[config.mk]
export PLATFORM = sky130hd
export DESIGN_NAME = vfm_ram
export DESIGN_NICKNAME = d
export VERILOG_FILES = /design/src/hw/rtl/vfm_ram.sv
export SDC_FILE = /design/constraint.sdc
export NUM_CORES = 1
export LEC_CHECK = 0
export BUFFER_PORTS_ARGS = -buffer_cell sky130_fd_sc_hd__clkbuf_2
export CORE_ASPECT_RATIO = 1.2
export CORE_UTILIZATION = 30
export CTS_BUF_LIST = sky130_fd_sc_hd__clkbuf_16
export DETAILED_ROUTE_END_ITERATION = 8
export GPL_ROUTABILITY_DRIVEN = 1
export HOLD_SLACK_MARGIN = 0.03
export PLACE_DENSITY_LB_ADDON = 0.15
export SKIP_CTS_REPAIR_TIMING = 1
export SLEW_MARGIN = 20
export SYNTH_ARGS = -nofsm -noshare
export SYNTH_HDL_FRONTEND = slang
export SYNTH_SLANG_ARGS = --single-unit
[constraint.sdc]
create_clock -name clk_i -period 2.5 [get_ports clk_i]
set_clock_uncertainty 0.2 [all_clocks]
set_input_delay 0.25 -clock clk_i [delete_from_list [all_inputs] [get_ports clk_i]]
set_output_delay 0.25 -clock clk_i [all_outputs]
set_load 0.1 [all_outputs]
[src/hw/rtl/vfm_ram.sv]
// ----------------------------------------------------------------------------
// vfm_ram: generic single-port RAM
// One access per cycle, write or read, with registered read data.
// ----------------------------------------------------------------------------
module vfm_ram #(
  parameter int Width = 3,
  parameter int Depth = 64
) (
  input  logic                     clk_i,
  input  logic                     we_i,
  input  logic [$clog2(Depth)-1:0] addr_i,
  input  logic [Width-1:0]         wdata_i,
  output logic [Width-1:0]         rdata_o
);

  logic [Width-1:0] mem_q [Depth];
  logic [Width-1:0] rdata_q;

  always_ff @(posedge clk_i) begin
    if (we_i) begin
      mem_q[addr_i] <= wdata_i;
    end
    rdata_q <= mem_q[addr_i];
  end

  assign rdata_o = rdata_q;

endmodule

==> results of run 1 <==
where the power goes:
part | switching, mW | leakage (nW) | internal, mW
registers | 0.0115 | 1.75 | 3.62
logic | 0.341 | 0.881 | 0.158
clock network | 1.19 | 0.294 | 1.56
total | 1.54 | 2.93 | 5.34
kinds of logic (layout without fill, tap and decap cells):
group	Yosys count	in the layout	synth area share, %
flops	195	195	72.3
simple gates	136	136	7.86
compound gates	84	84	8.25
mux	46	46	8.37
buf+inv	38	90	3.23
path summary, 6_finish.rpt:
path	cells past startpoint	start	endpoint
setup / recovery	8	addr_i[2]	rdata_o[1]$_DFF_P_
hold / removal	3	addr_i[4]	rdata_o[1]$_DFF_P_
setup reg to reg	5	mem_q[18][1]$_DFFE_PP_	rdata_o[1]$_DFF_P_
hold reg to reg	3	mem_q[16][2]$_DFFE_PP_	rdata_o[2]$_DFF_P_
Yosys cell counts (all sizes together) (2+ instances only):
cell type / n / area [um2]
a22oi: 19 / 143
a22o: 3 / 26.3
nand2: 20 / 75.1
and3: 2 / 12.5
clkbuf: 8 / 30.0
a32oi: 3 / 26.3
inv: 3 / 11.3
and2: 3 / 18.8
a21oi: 8 / 40.0
a211oi: 4 / 30.0
o221ai: 4 / 35.0
o22ai: 3 / 18.8
nand3: 9 / 45.0
mux4: 14 / 323
mux2i: 10 / 100
o22a: 3 / 26.3
nand3b: 3 / 22.5
nor2: 70 / 265
nor2b: 8 / 57.6
nand4b: 2 / 17.5
edfxtp: 192 / 5770
dfxtp: 3 / 60.1
a31oi: 4 / 25.0
o21ai: 2 / 10.0
mux2: 22 / 251
a221o: 5 / 50.1
nand2b: 9 / 56.3
a221oi: 16 / 146
buf: 26 / 215
o21a: 2 / 15.0
nor3: 5 / 25.0
through the flow:
| stage | worst slack (ns) | utilization [%] | power, mW |
|---|---|---|---|
| finish | 0.405 | 35.1 | 6.88 |
| global route | 0.368 | 35.1 | 7.07 |
| CTS | 0.535 | 35.1 | 6.92 |
| detailed placement | 0.0579 | 32.8 | 4.20 |
| global placement | 0.0901 | 32.8 | 4.21 |
| floorplan | 0.639 | - | 3.99 |
cell type report:
| type | count | share of cell area (%) |
|---|---|---|
| inverters | 4 | 0.162 |
| clock inverters | 15 | 1.79 |
| clock buffers | 17 | 4.60 |
| well taps | 335 | 4.53 |
| flip-flops and latches | 195 | 63.0 |
| multi-input cells | 266 | 21.3 |
| repair buffers | 54 | 4.57 |
layer usage:
layer  global-route usage [%]  part of all wire, %  up-vias
met4                     7.17                  2.7        0
met2                     28.8                   51      144
li1                         -                    -     2055
met5                        0                    0        -
met3                     3.09                  4.7       32
met1                     21.8                   42     2407
state kept, by name, summed over array words and instances (netlist names):
name and count:
mem_q 192, rdata_o 3
worst max-delay path, stage by stage:
cell	delay, ns
sky130_fd_sc_hd__clkbuf_2	0.28
sky130_fd_sc_hd__buf_4	0.29
sky130_fd_sc_hd__nor2b_1	0.57
sky130_fd_sc_hd__buf_4	0.26
sky130_fd_sc_hd__a221oi_2	0.06
sky130_fd_sc_hd__o22ai_1	0.26
sky130_fd_sc_hd__a41oi_1	0.17
sky130_fd_sc_hd__nand4b_1	0.12
==> results.json, run 1 <==
{
  "outcome": "completed",
  "drv_slew": 0,
  "place.detailed.instances": 854,
  "dp.final_hpwl_um": 15200,
  "route.detailed.drc": 0,
  "holdCritPathClass": "primary input to flop",
  "grt.overflow.total": 0,
  "reg2reg_slack_ns": 0.58,
  "timing.final.crit_share_pct": 83.8,
  "die_area_um2": 27500,
  "worst-path-max-fanout": 17,
  "floorplan.rows": 65,
  "post_dp_cell_area_um2": 8650,
  "cts_buffer_depth": 2,
  "top_level_ports": 14,
  "final_nets": 549,
  "place_congestion": 0.805,
  "p_leak_nw": 2.93,
  "antenna_left": 0,
  "filler_cell_count": 2569,
  "asyncSetResetFlopFracSynth_pct": 0,
  "setup.worst_path.end_class": "flop",
  "route.vias.total": 4638,
  "fin_worst_hold_slack_ns": 0.0988,
  "maxCapViolCount": 0,
  "min_period_ns": 2.09,
  "synth_ff_type": "sky130_fd_sc_hd__edfxtp_1",
  "syn2layout_area_growth_pct": 14.7,
  "cp_data_arrival_time_ns": 2.27,
  "final_cells": 886,
  "clkSinkCount": 195,
  "diodes": 0,
  "viasPerCell": 5.23,
  "drt-initial-drc-count": 372,
  "clock_root_buffer": "sky130_fd_sc_hd__clkbuf_16",
  "ir_drop_mv": 0.374,
  "yosys_register_bits": 195,
  "multi_input_comb_area_um2": 1970,
  "mostFrequentLayoutCell": "sky130_fd_sc_hd__edfxtp_1",
  "synthesized_area_per_cell_um2": 16.1,
  "cts_htree_levels": 4,
  "tritoncts_clock_tree": "built",
  "layout.cell_area.non_filler_um2": 9250,
  "die-height_um": 182,
  "maxClockFrequency_ghz": 0.477,
  "buffer_ports.inserted": 13,
  "yosys_warnings": 0,
  "grt_first_pass_wirelength_um": 33200,
  "synth-edff-count": 192,
  "cts_made_buffers": 17,
  "final-setup-viol-count": 0,
  "final_cell_mix": "sky130_fd_sc_hd__edfxtp_1, sky130_fd_sc_hd__nor2_1, sky130_fd_sc_hd__buf_4",
  "yosysUniqueCellTypes": 55,
  "route.final.wire_length_um": 22300,
  "cp.required_ns": 2.68,
  "syn-instance-count": 499,
  "antenna_violations_before_repair": 0,
  "power.density_nw_per_um2": 744,
  "design.core.area_um2": 26400,
  "synth.yosys.seq_area_share_pct": 72.3,
  "clock_latency_ns": 0.44,
  "syn-num-nets": 510,
  "grt_usage_pct": 17.3,
  "final.setup.tns_ns": 0,
  "timing.setup.critical_path_class": "primary input to flop",
  "register_area_um2": 5830,
  "route.detailed.wl_per_inst_um": 25.1,
  "slew-limit-headroom_pct": 44.7,
  "startpoint_type": "primary input",
  "synthesis.area_um2": 8060,
  "die_width_um": 152,
  "worstMarginPinSlew_ns": 0.830,
  "effective_utilization_at_floorplan_pct": 30.6,
  "cts.clk_slew.worst_paths_ns": 0.07,
  "grt_max_degree": 37,
  "detail_route.first_pass.iterations": 5,
  "setup_repair_after_global_routing_missed_its_margin": "false",
  "drive_above_1_share_pct": 21.6,
  "timing_hold_violations_final": 0,
  "first_global_vias": 4937
}
No activity file was read; power rests on OpenSTA's default activity.
==> run 2: changes to the inputs <==
--- a/config.mk
+++ b/config.mk
@@ -5,6 +5,7 @@
 export SDC_FILE = /design/constraint.sdc
 export NUM_CORES = 1
 export LEC_CHECK = 0
+export ABC_AREA = 1
 export BUFFER_PORTS_ARGS = -buffer_cell sky130_fd_sc_hd__clkbuf_2
 export CORE_ASPECT_RATIO = 1.2
 export CORE_UTILIZATION = 30
==> constraint.sdc (replaced) <==
create_clock -name clk_i -period 2.1 [get_ports clk_i]
set_clock_uncertainty 0.2 [all_clocks]
set_input_delay 0.21 -clock clk_i [delete_from_list [all_inputs] [get_ports clk_i]]
set_output_delay 0.21 -clock clk_i [all_outputs]
set_load 0.1 [all_outputs]
==> results.json, run 2 <==
{
  "outcome": "completed",
  "worstMarginPinSlew_ns": 0.546,
  "design.core.area_um2": 27800,
  "maxCapViolCount": 0,
  "cp.required_ns": 2.23,
  "die-height_um": 186,
  "slew-limit-headroom_pct": 63.7,
  "setup.worst_path.end_class": "flop",
  "critical-path-top-delay-family": "simple AND/OR/NAND/NOR gates",
  "antenna_left": 0,
  "final_cells": 1305,
  "buffer_ports.inserted": 13,
  "timing_hold_violations_final": 0,
  "clock_latency_ns": 0.44,
  "largest_register_ff_count": 192,
  "syn-num-nets": 873,
  "synth.yosys.seq_area_share_pct": 68.8,
  "syn2layout_area_growth_pct": 16.5,
  "fin_worst_hold_slack_ns": 0.0805,
  "cts_made_buffers": 17,
  "drt-initial-drc-count": 346,
  "route.detailed.wl_per_inst_um": 16.2,
  "p_leak_nw": 4.03,
  "cts.clk_slew.worst_paths_ns": 0.08,
  "top_level_ports": 14,
  "final-setup-viol-count": 0,
  "routedLengthMet1_um": 9370,
  "path_buf_inv": 0,
  "cpMaxStageDelayCell": "sky130_fd_sc_hd__edfxtp_1",
  "syn-instance-count": 862,
  "die_area_um2": 28900,
  "register_name_with_the_most_flops": "mem_q",
  "power.density_nw_per_um2": 820,
  "yosysUniqueCellTypes": 18,
  "antenna_violations_before_repair": 0,
  "setup_repair_after_global_routing_missed_its_margin": "false",
  "synth_ff_type": "sky130_fd_sc_hd__edfxtp_1",
  "multi_input_comb_area_um2": 2330,
  "filler_cell_count": 2827,
  "cts_buffer_depth": 2,
  "min_period_ns": 1.64,
  "grt_first_pass_wirelength_um": 32900,
  "cts_htree_levels": 4,
  "final_nets": 924,
  "tritoncts_clock_tree": "built",
  "place.detailed.instances": 1273,
  "cp_data_arrival_time_ns": 1.77,
  "floorplan.rows": 67,
  "cp_slowest_stage_delay_ns": 0.37,
  "synth-edff-count": 192,
  "viasPerCell": 4.34,
  "yosys_register_bits": 195,
  "final_cell_mix": "sky130_fd_sc_hd__nand2_1, sky130_fd_sc_hd__edfxtp_1, sky130_fd_sc_hd__nor2_1",
  "highest_layer_used_for_signal_routing": "met4",
  "detail_route.first_pass.iterations": 5,
  "startpoint_type": "flop",
  "clock_root_buffer": "sky130_fd_sc_hd__clkbuf_16",
  "path_common_cell": "sky130_fd_sc_hd__nand2_1",
  "grt_max_degree": 87,
  "path_cells": "or2_2 > nand3_1 > nand2_1 > o21ai_1 > nand2_1 > nor2_1 > nand2_1",
  "drv_slew": 0,
  "diodes": 0,
  "drive_above_1_share_pct": 11.6,
  "place_congestion": 0.817,
  "grt.overflow.total": 0,
  "routed-wl-met2_um": 10800,
  "timing.final.crit_share_pct": 78.2,
  "first_global_vias": 5775,
  "met3WireLength_um": 707,
  "route.detailed.drc": 0,
  "ir_drop_mv": 0.447,
  "synthesized_area_per_cell_um2": 9.83,
  "holdCritPathClass": "primary input to flop",
  "route.final.wire_length_um": 21200,
  "timing.setup.critical_path_class": "flop to flop",
  "maxClockFrequency_ghz": 0.609,
  "dp.final_hpwl_um": 13600,
  "effective_utilization_at_floorplan_pct": 30.4,
  "netlist_top_cells_count": "sky130_fd_sc_hd__nand2_1, sky130_fd_sc_hd__edfxtp_1, sky130_fd_sc_hd__nor2_1, sky130_fd_sc_hd__inv_1, sky130_fd_sc_hd__buf_2",
  "synth.top_cells.by_area": "sky130_fd_sc_hd__edfxtp_1, sky130_fd_sc_hd__nand2_1, sky130_fd_sc_hd__nor2_1, sky130_fd_sc_hd__inv_1, sky130_fd_sc_hd__buf_2",
  "asyncSetResetFlopFracSynth_pct": 0,
  "synth_largest_type_area_fraction_pct": 68.1,
  "grt_usage_pct": 15.7,
  "route.vias.total": 5664,
  "synth.largest_area_cell": "sky130_fd_sc_hd__edfxtp_1",
  "register_area_um2": 5830,
  "design_power_total_mw": 8.09,
  "synthesis.area_um2": 8470,
  "yosys_warnings": 0,
  "clkSinkCount": 195,
  "worst-path-max-fanout": 1,
  "count_leader_synth": "sky130_fd_sc_hd__nand2_1",
  "mostFrequentLayoutCell": "sky130_fd_sc_hd__nand2_1",
  "die_width_um": 155
}
-- run 2: cell count changes in the layout (fill, tap and decap cells not counted), moves of 10 or more --
| cell | delta |
|---|---|
| sky130_fd_sc_hd__nand2_1 | +459 |
| sky130_fd_sc_hd__mux2i_1 | -10 |
| sky130_fd_sc_hd__buf_4 | +13 |
| sky130_fd_sc_hd__a22oi_1 | -19 |
| sky130_fd_sc_hd__nor2_1 | +10 |
| sky130_fd_sc_hd__a221oi_1 | -15 |
| sky130_fd_sc_hd__mux2_2 | -20 |
| sky130_fd_sc_hd__mux4_2 | -12 |
| sky130_fd_sc_hd__inv_1 | +25 |
-- run 2: final timing paths --
kind / start / to / slack [ns] / cells after the start
setup / recovery: mem_q[16][1]$_DFFE_PP_ / rdata_o[1]$_DFF_P_ / 0.46 / 7
hold / removal: wdata_i[0] / mem_q[61][0]$_DFFE_PP_ / 0.08 / 2
setup reg to reg: mem_q[16][1]$_DFFE_PP_ / rdata_o[1]$_DFF_P_ / 0.46 / 7
hold reg to reg: mem_q[31][1]$_DFFE_PP_ / rdata_o[1]$_DFF_P_ / 0.53 / 6
-- run 2: through the flow --
step,worst slack [ns],area [um2],util (%),setup TNS (ns)
5_1_grt,0.344,9870,35.5,0
6_report,0.458,9870,35.5,0
3_3_place_gp,-0.0118,9300,33.4,-0.0352
4_1_cts,0.447,9870,35.5,0
2_1_floorplan,0.389,8470,-,0
3_5_place_dp,0.0437,9300,33.4,0
-- run 2: per-layer routing --
metal / GRT usage [%] / up-vias
met4: 5.29 / 0
li1: - / 2889
met5: 0 / -
met2: 28.4 / 89
met1: 18.8 / 2673
met3: 2.75 / 13
-- run 2: kinds of logic (layout without fill, tap and decap cells) --
kind of cell / Yosys count / count (layout) / synth area share [%]
AND/OR/NAND/NOR: 589 / 589 / 26.7
buffers and inverters: 66 / 130 / 3.68
flip-flops: 195 / 195 / 68.8
AO/OA/AOI/OAI: 12 / 12 / 0.857
-- run 2: where the power goes --
group	leakage (nW)	internal, mW	switching, mW	total, mW
Sequential	1.75	4.30	0.00871	4.31
Clock	0.273	1.66	1.49	3.16
Combinational	2.01	0.168	0.455	0.623
Total	4.03	6.13	1.96	8.09
-- run 2: worst register-to-register path, stage by stage, from the launching register on --
cell	delay, ns
sky130_fd_sc_hd__edfxtp_1	0.37
sky130_fd_sc_hd__or2_2	0.28
sky130_fd_sc_hd__nand3_1	0.08
sky130_fd_sc_hd__nand2_1	0.07
sky130_fd_sc_hd__o21ai_1	0.17
sky130_fd_sc_hd__nand2_1	0.06
sky130_fd_sc_hd__nor2_1	0.23
sky130_fd_sc_hd__nand2_1	0.09
-- run 2: cell type report --
type | instances | share of cell area [%]
inverter | 30 | 1.14
timing repair buffer | 68 | 5.63
clock inverter | 15 | 1.46
tap | 379 | 4.80
clock buffer | 17 | 4.31
multi-input combinational | 601 | 23.7
sequential | 195 | 59.0
==> run 3: changes to the inputs <==
==> constraint.sdc (replaced) <==
create_clock -name clk_i -period 1.4 [get_ports clk_i]
set_clock_uncertainty 0.2 [all_clocks]
set_input_delay 0.14 -clock clk_i [delete_from_list [all_inputs] [get_ports clk_i]]
set_output_delay 0.14 -clock clk_i [all_outputs]
set_load 0.1 [all_outputs]
==> results.json, run 3 (same netlist as run 2, synthesis figures left out) <==
{
  "design.core.area_um2": 27800,
  "postLayoutSetupSlackWorst_ns": -0.114,
  "timing_hold_violations_final": 0,
  "p_leak_nw": 4.19,
  "ir_drop_mv": 0.778,
  "maxCapViolCount": 0,
  "layout.cell_area.non_filler_um2": 10300,
  "holdCritPathClass": "primary input to flop",
  "final_cells": 1328,
  "antenna_left": 0,
  "power.density_nw_per_um2": 1150,
  "place_congestion": 0.796,
  "route.final.wire_length_um": 21500,
  "diodes": 0,
  "final_nets": 947,
  "post_dp_cell_area_um2": 9700,
  "maxClockFrequency_ghz": 0.660,
  "final_cell_mix": "sky130_fd_sc_hd__nand2_1, sky130_fd_sc_hd__edfxtp_1, sky130_fd_sc_hd__buf_4",
  "floorplan.rows": 67,
  "clock_root_buffer": "sky130_fd_sc_hd__clkbuf_16",
  "grt.overflow.total": 0,
  "route.detailed.drc": 0,
  "cp_slowest_stage_delay_ns": 0.36,
  "grt_first_pass_wirelength_um": 33500,
  "grt_max_degree": 65,
  "worst_hold_startpoint": "addr_i[0]",
  "setup_repair_after_global_routing_missed_its_margin": "true",
  "dp.final_hpwl_um": 14400,
  "clock_latency_ns": 0.44,
  "die_width_um": 155,
  "die_area_um2": 28900,
  "timing.setup.critical_path_class": "flop to flop",
  "viasPerCell": 4.36,
  "grt_usage_pct": 16.0,
  "tritoncts_clock_tree": "built",
  "worst-path-max-fanout": 1,
  "cts_made_buffers": 17,
  "cts_htree_levels": 4,
  "final-setup-viol-count": 1,
  "worstMarginPinSlew_ns": 0.360,
  "setup.worst_path.end_class": "flop",
  "mostFrequentLayoutCell": "sky130_fd_sc_hd__nand2_1",
  "critical-path-top-delay-family": "simple AND/OR/NAND/NOR gates",
  "min_period_ns": 1.51,
  "route.vias.total": 5787,
  "clkSinkCount": 195,
  "fin_worst_hold_slack_ns": 0.0939,
  "regToRegStartpoint": "mem_q[32][1]$_DFFE_PP_",
  "path_buf_inv": 0,
  "cp.required_ns": 1.54,
  "utilization_after_layout_pct": 37.2,
  "place.detailed.instances": 1293,
  "detail_route.first_pass.iterations": 4,
  "timing.final.crit_share_pct": 108,
  "drv_slew": 0,
  "largest_register_ff_count": 192,
  "cpMaxStageDelayCell": "sky130_fd_sc_hd__edfxtp_1",
  "top_level_ports": 14,
  "first_global_vias": 5955,
  "drive_above_1_share_pct": 20.2,
  "violations": "setup timing",
  "register_name_with_the_most_flops": "mem_q",
  "buffer_ports.inserted": 13,
  "syn2layout_area_growth_pct": 22.1,
  "cts.clk_slew.worst_paths_ns": 0.07,
  "route.detailed.wl_per_inst_um": 16.2,
  "path_common_cell": "sky130_fd_sc_hd__nand2_1",
  "path_cells": "or2_2 > nand3_1 > nand2_1 > o21ai_2 > nand2_1 > nor2_2 > nand2_1",
  "cp_data_arrival_time_ns": 1.65,
  "drt-initial-drc-count": 293,
  "die-height_um": 186,
  "filler_cell_count": 2892,
  "outcome": "complete, but fails checks",
  "antenna_violations_before_repair": 0,
  "startpoint": "mem_q[32][1]$_DFFE_PP_",
  "cts_buffer_depth": 2,
  "multi_input_comb_area_um2": 2560,
  "effective_utilization_at_floorplan_pct": 30.4,
  "slew-limit-headroom_pct": 76.0,
  "startpoint_type": "flop",
  "register_area_um2": 5830
}
-- run 3: cell types whose count changed in the layout (fill, tap and decap cells not counted), sizes merged --
cell         delta
buf            +24
dlygate4sd3     +3
bufinv          -1
clkbuf          -4
clkinvlp        -1
clkinv          +6
inv             -4
-- run 3: final timing paths --
| check | to | slack [ns] | cells after the start |
|---|---|---|---|
| worst max-delay path | rdata_o[1]$_DFF_P_ | -0.11 | 7 |
| worst max register to register | rdata_o[1]$_DFF_P_ | -0.11 | 7 |
| worst min-delay path | mem_q[40][1]$_DFFE_PP_ | 0.09 | 3 |
| worst min register to register | rdata_o[1]$_DFF_P_ | 0.47 | 6 |
-- run 3: per-stage QoR --
| stage | setup slack (ns) | total power, mW | setup TNS (ns) |
|---|---|---|---|
| 2_1_floorplan | -0.0699 | 7.19 | -5.88 |
| 3_3_place_gp | -0.483 | 7.70 | -69.53 |
| 3_5_place_dp | -0.484 | 7.70 | -69.82 |
| 4_1_cts | -0.194 | 12.0 | -0.528 |
| 5_1_grt | -0.199 | 12.4 | -0.439 |
| 6_report | -0.114 | 11.9 | -0.114 |
-- run 3: area by class of cell --
cell class | instances | area share, %
Timing Repair Buffer | 91 | 8.15
Inverter | 30 | 1.11
Sequential cell | 195 | 56.3
Clock buffer | 17 | 4.11
Multi-Input combinational cell | 601 | 24.8
Tap cell | 379 | 4.58
Clock inverter | 15 | 0.931
-- run 3: metal layers --
layer	vias up	track usage (%)	part of all wire, %
met5	-	0	0
li1	2937	-	-
met4	0	6.12	2.1
met1	2771	19.2	44
met2	52	29.0	52
met3	27	2.28	1.7
-- run 3: tightest hold or removal path, stage by stage --
cell and delay [ns]:
sky130_fd_sc_hd__buf_4 0.16, sky130_fd_sc_hd__buf_12 0.19, sky130_fd_sc_hd__nor4_4 0.08
-- run 3: power by group --
part           switching (mW)  total, mW  internal, mW
sequential             0.0207       6.48          6.46
clock                    2.12       4.37          2.25
combinational           0.737       1.10         0.368
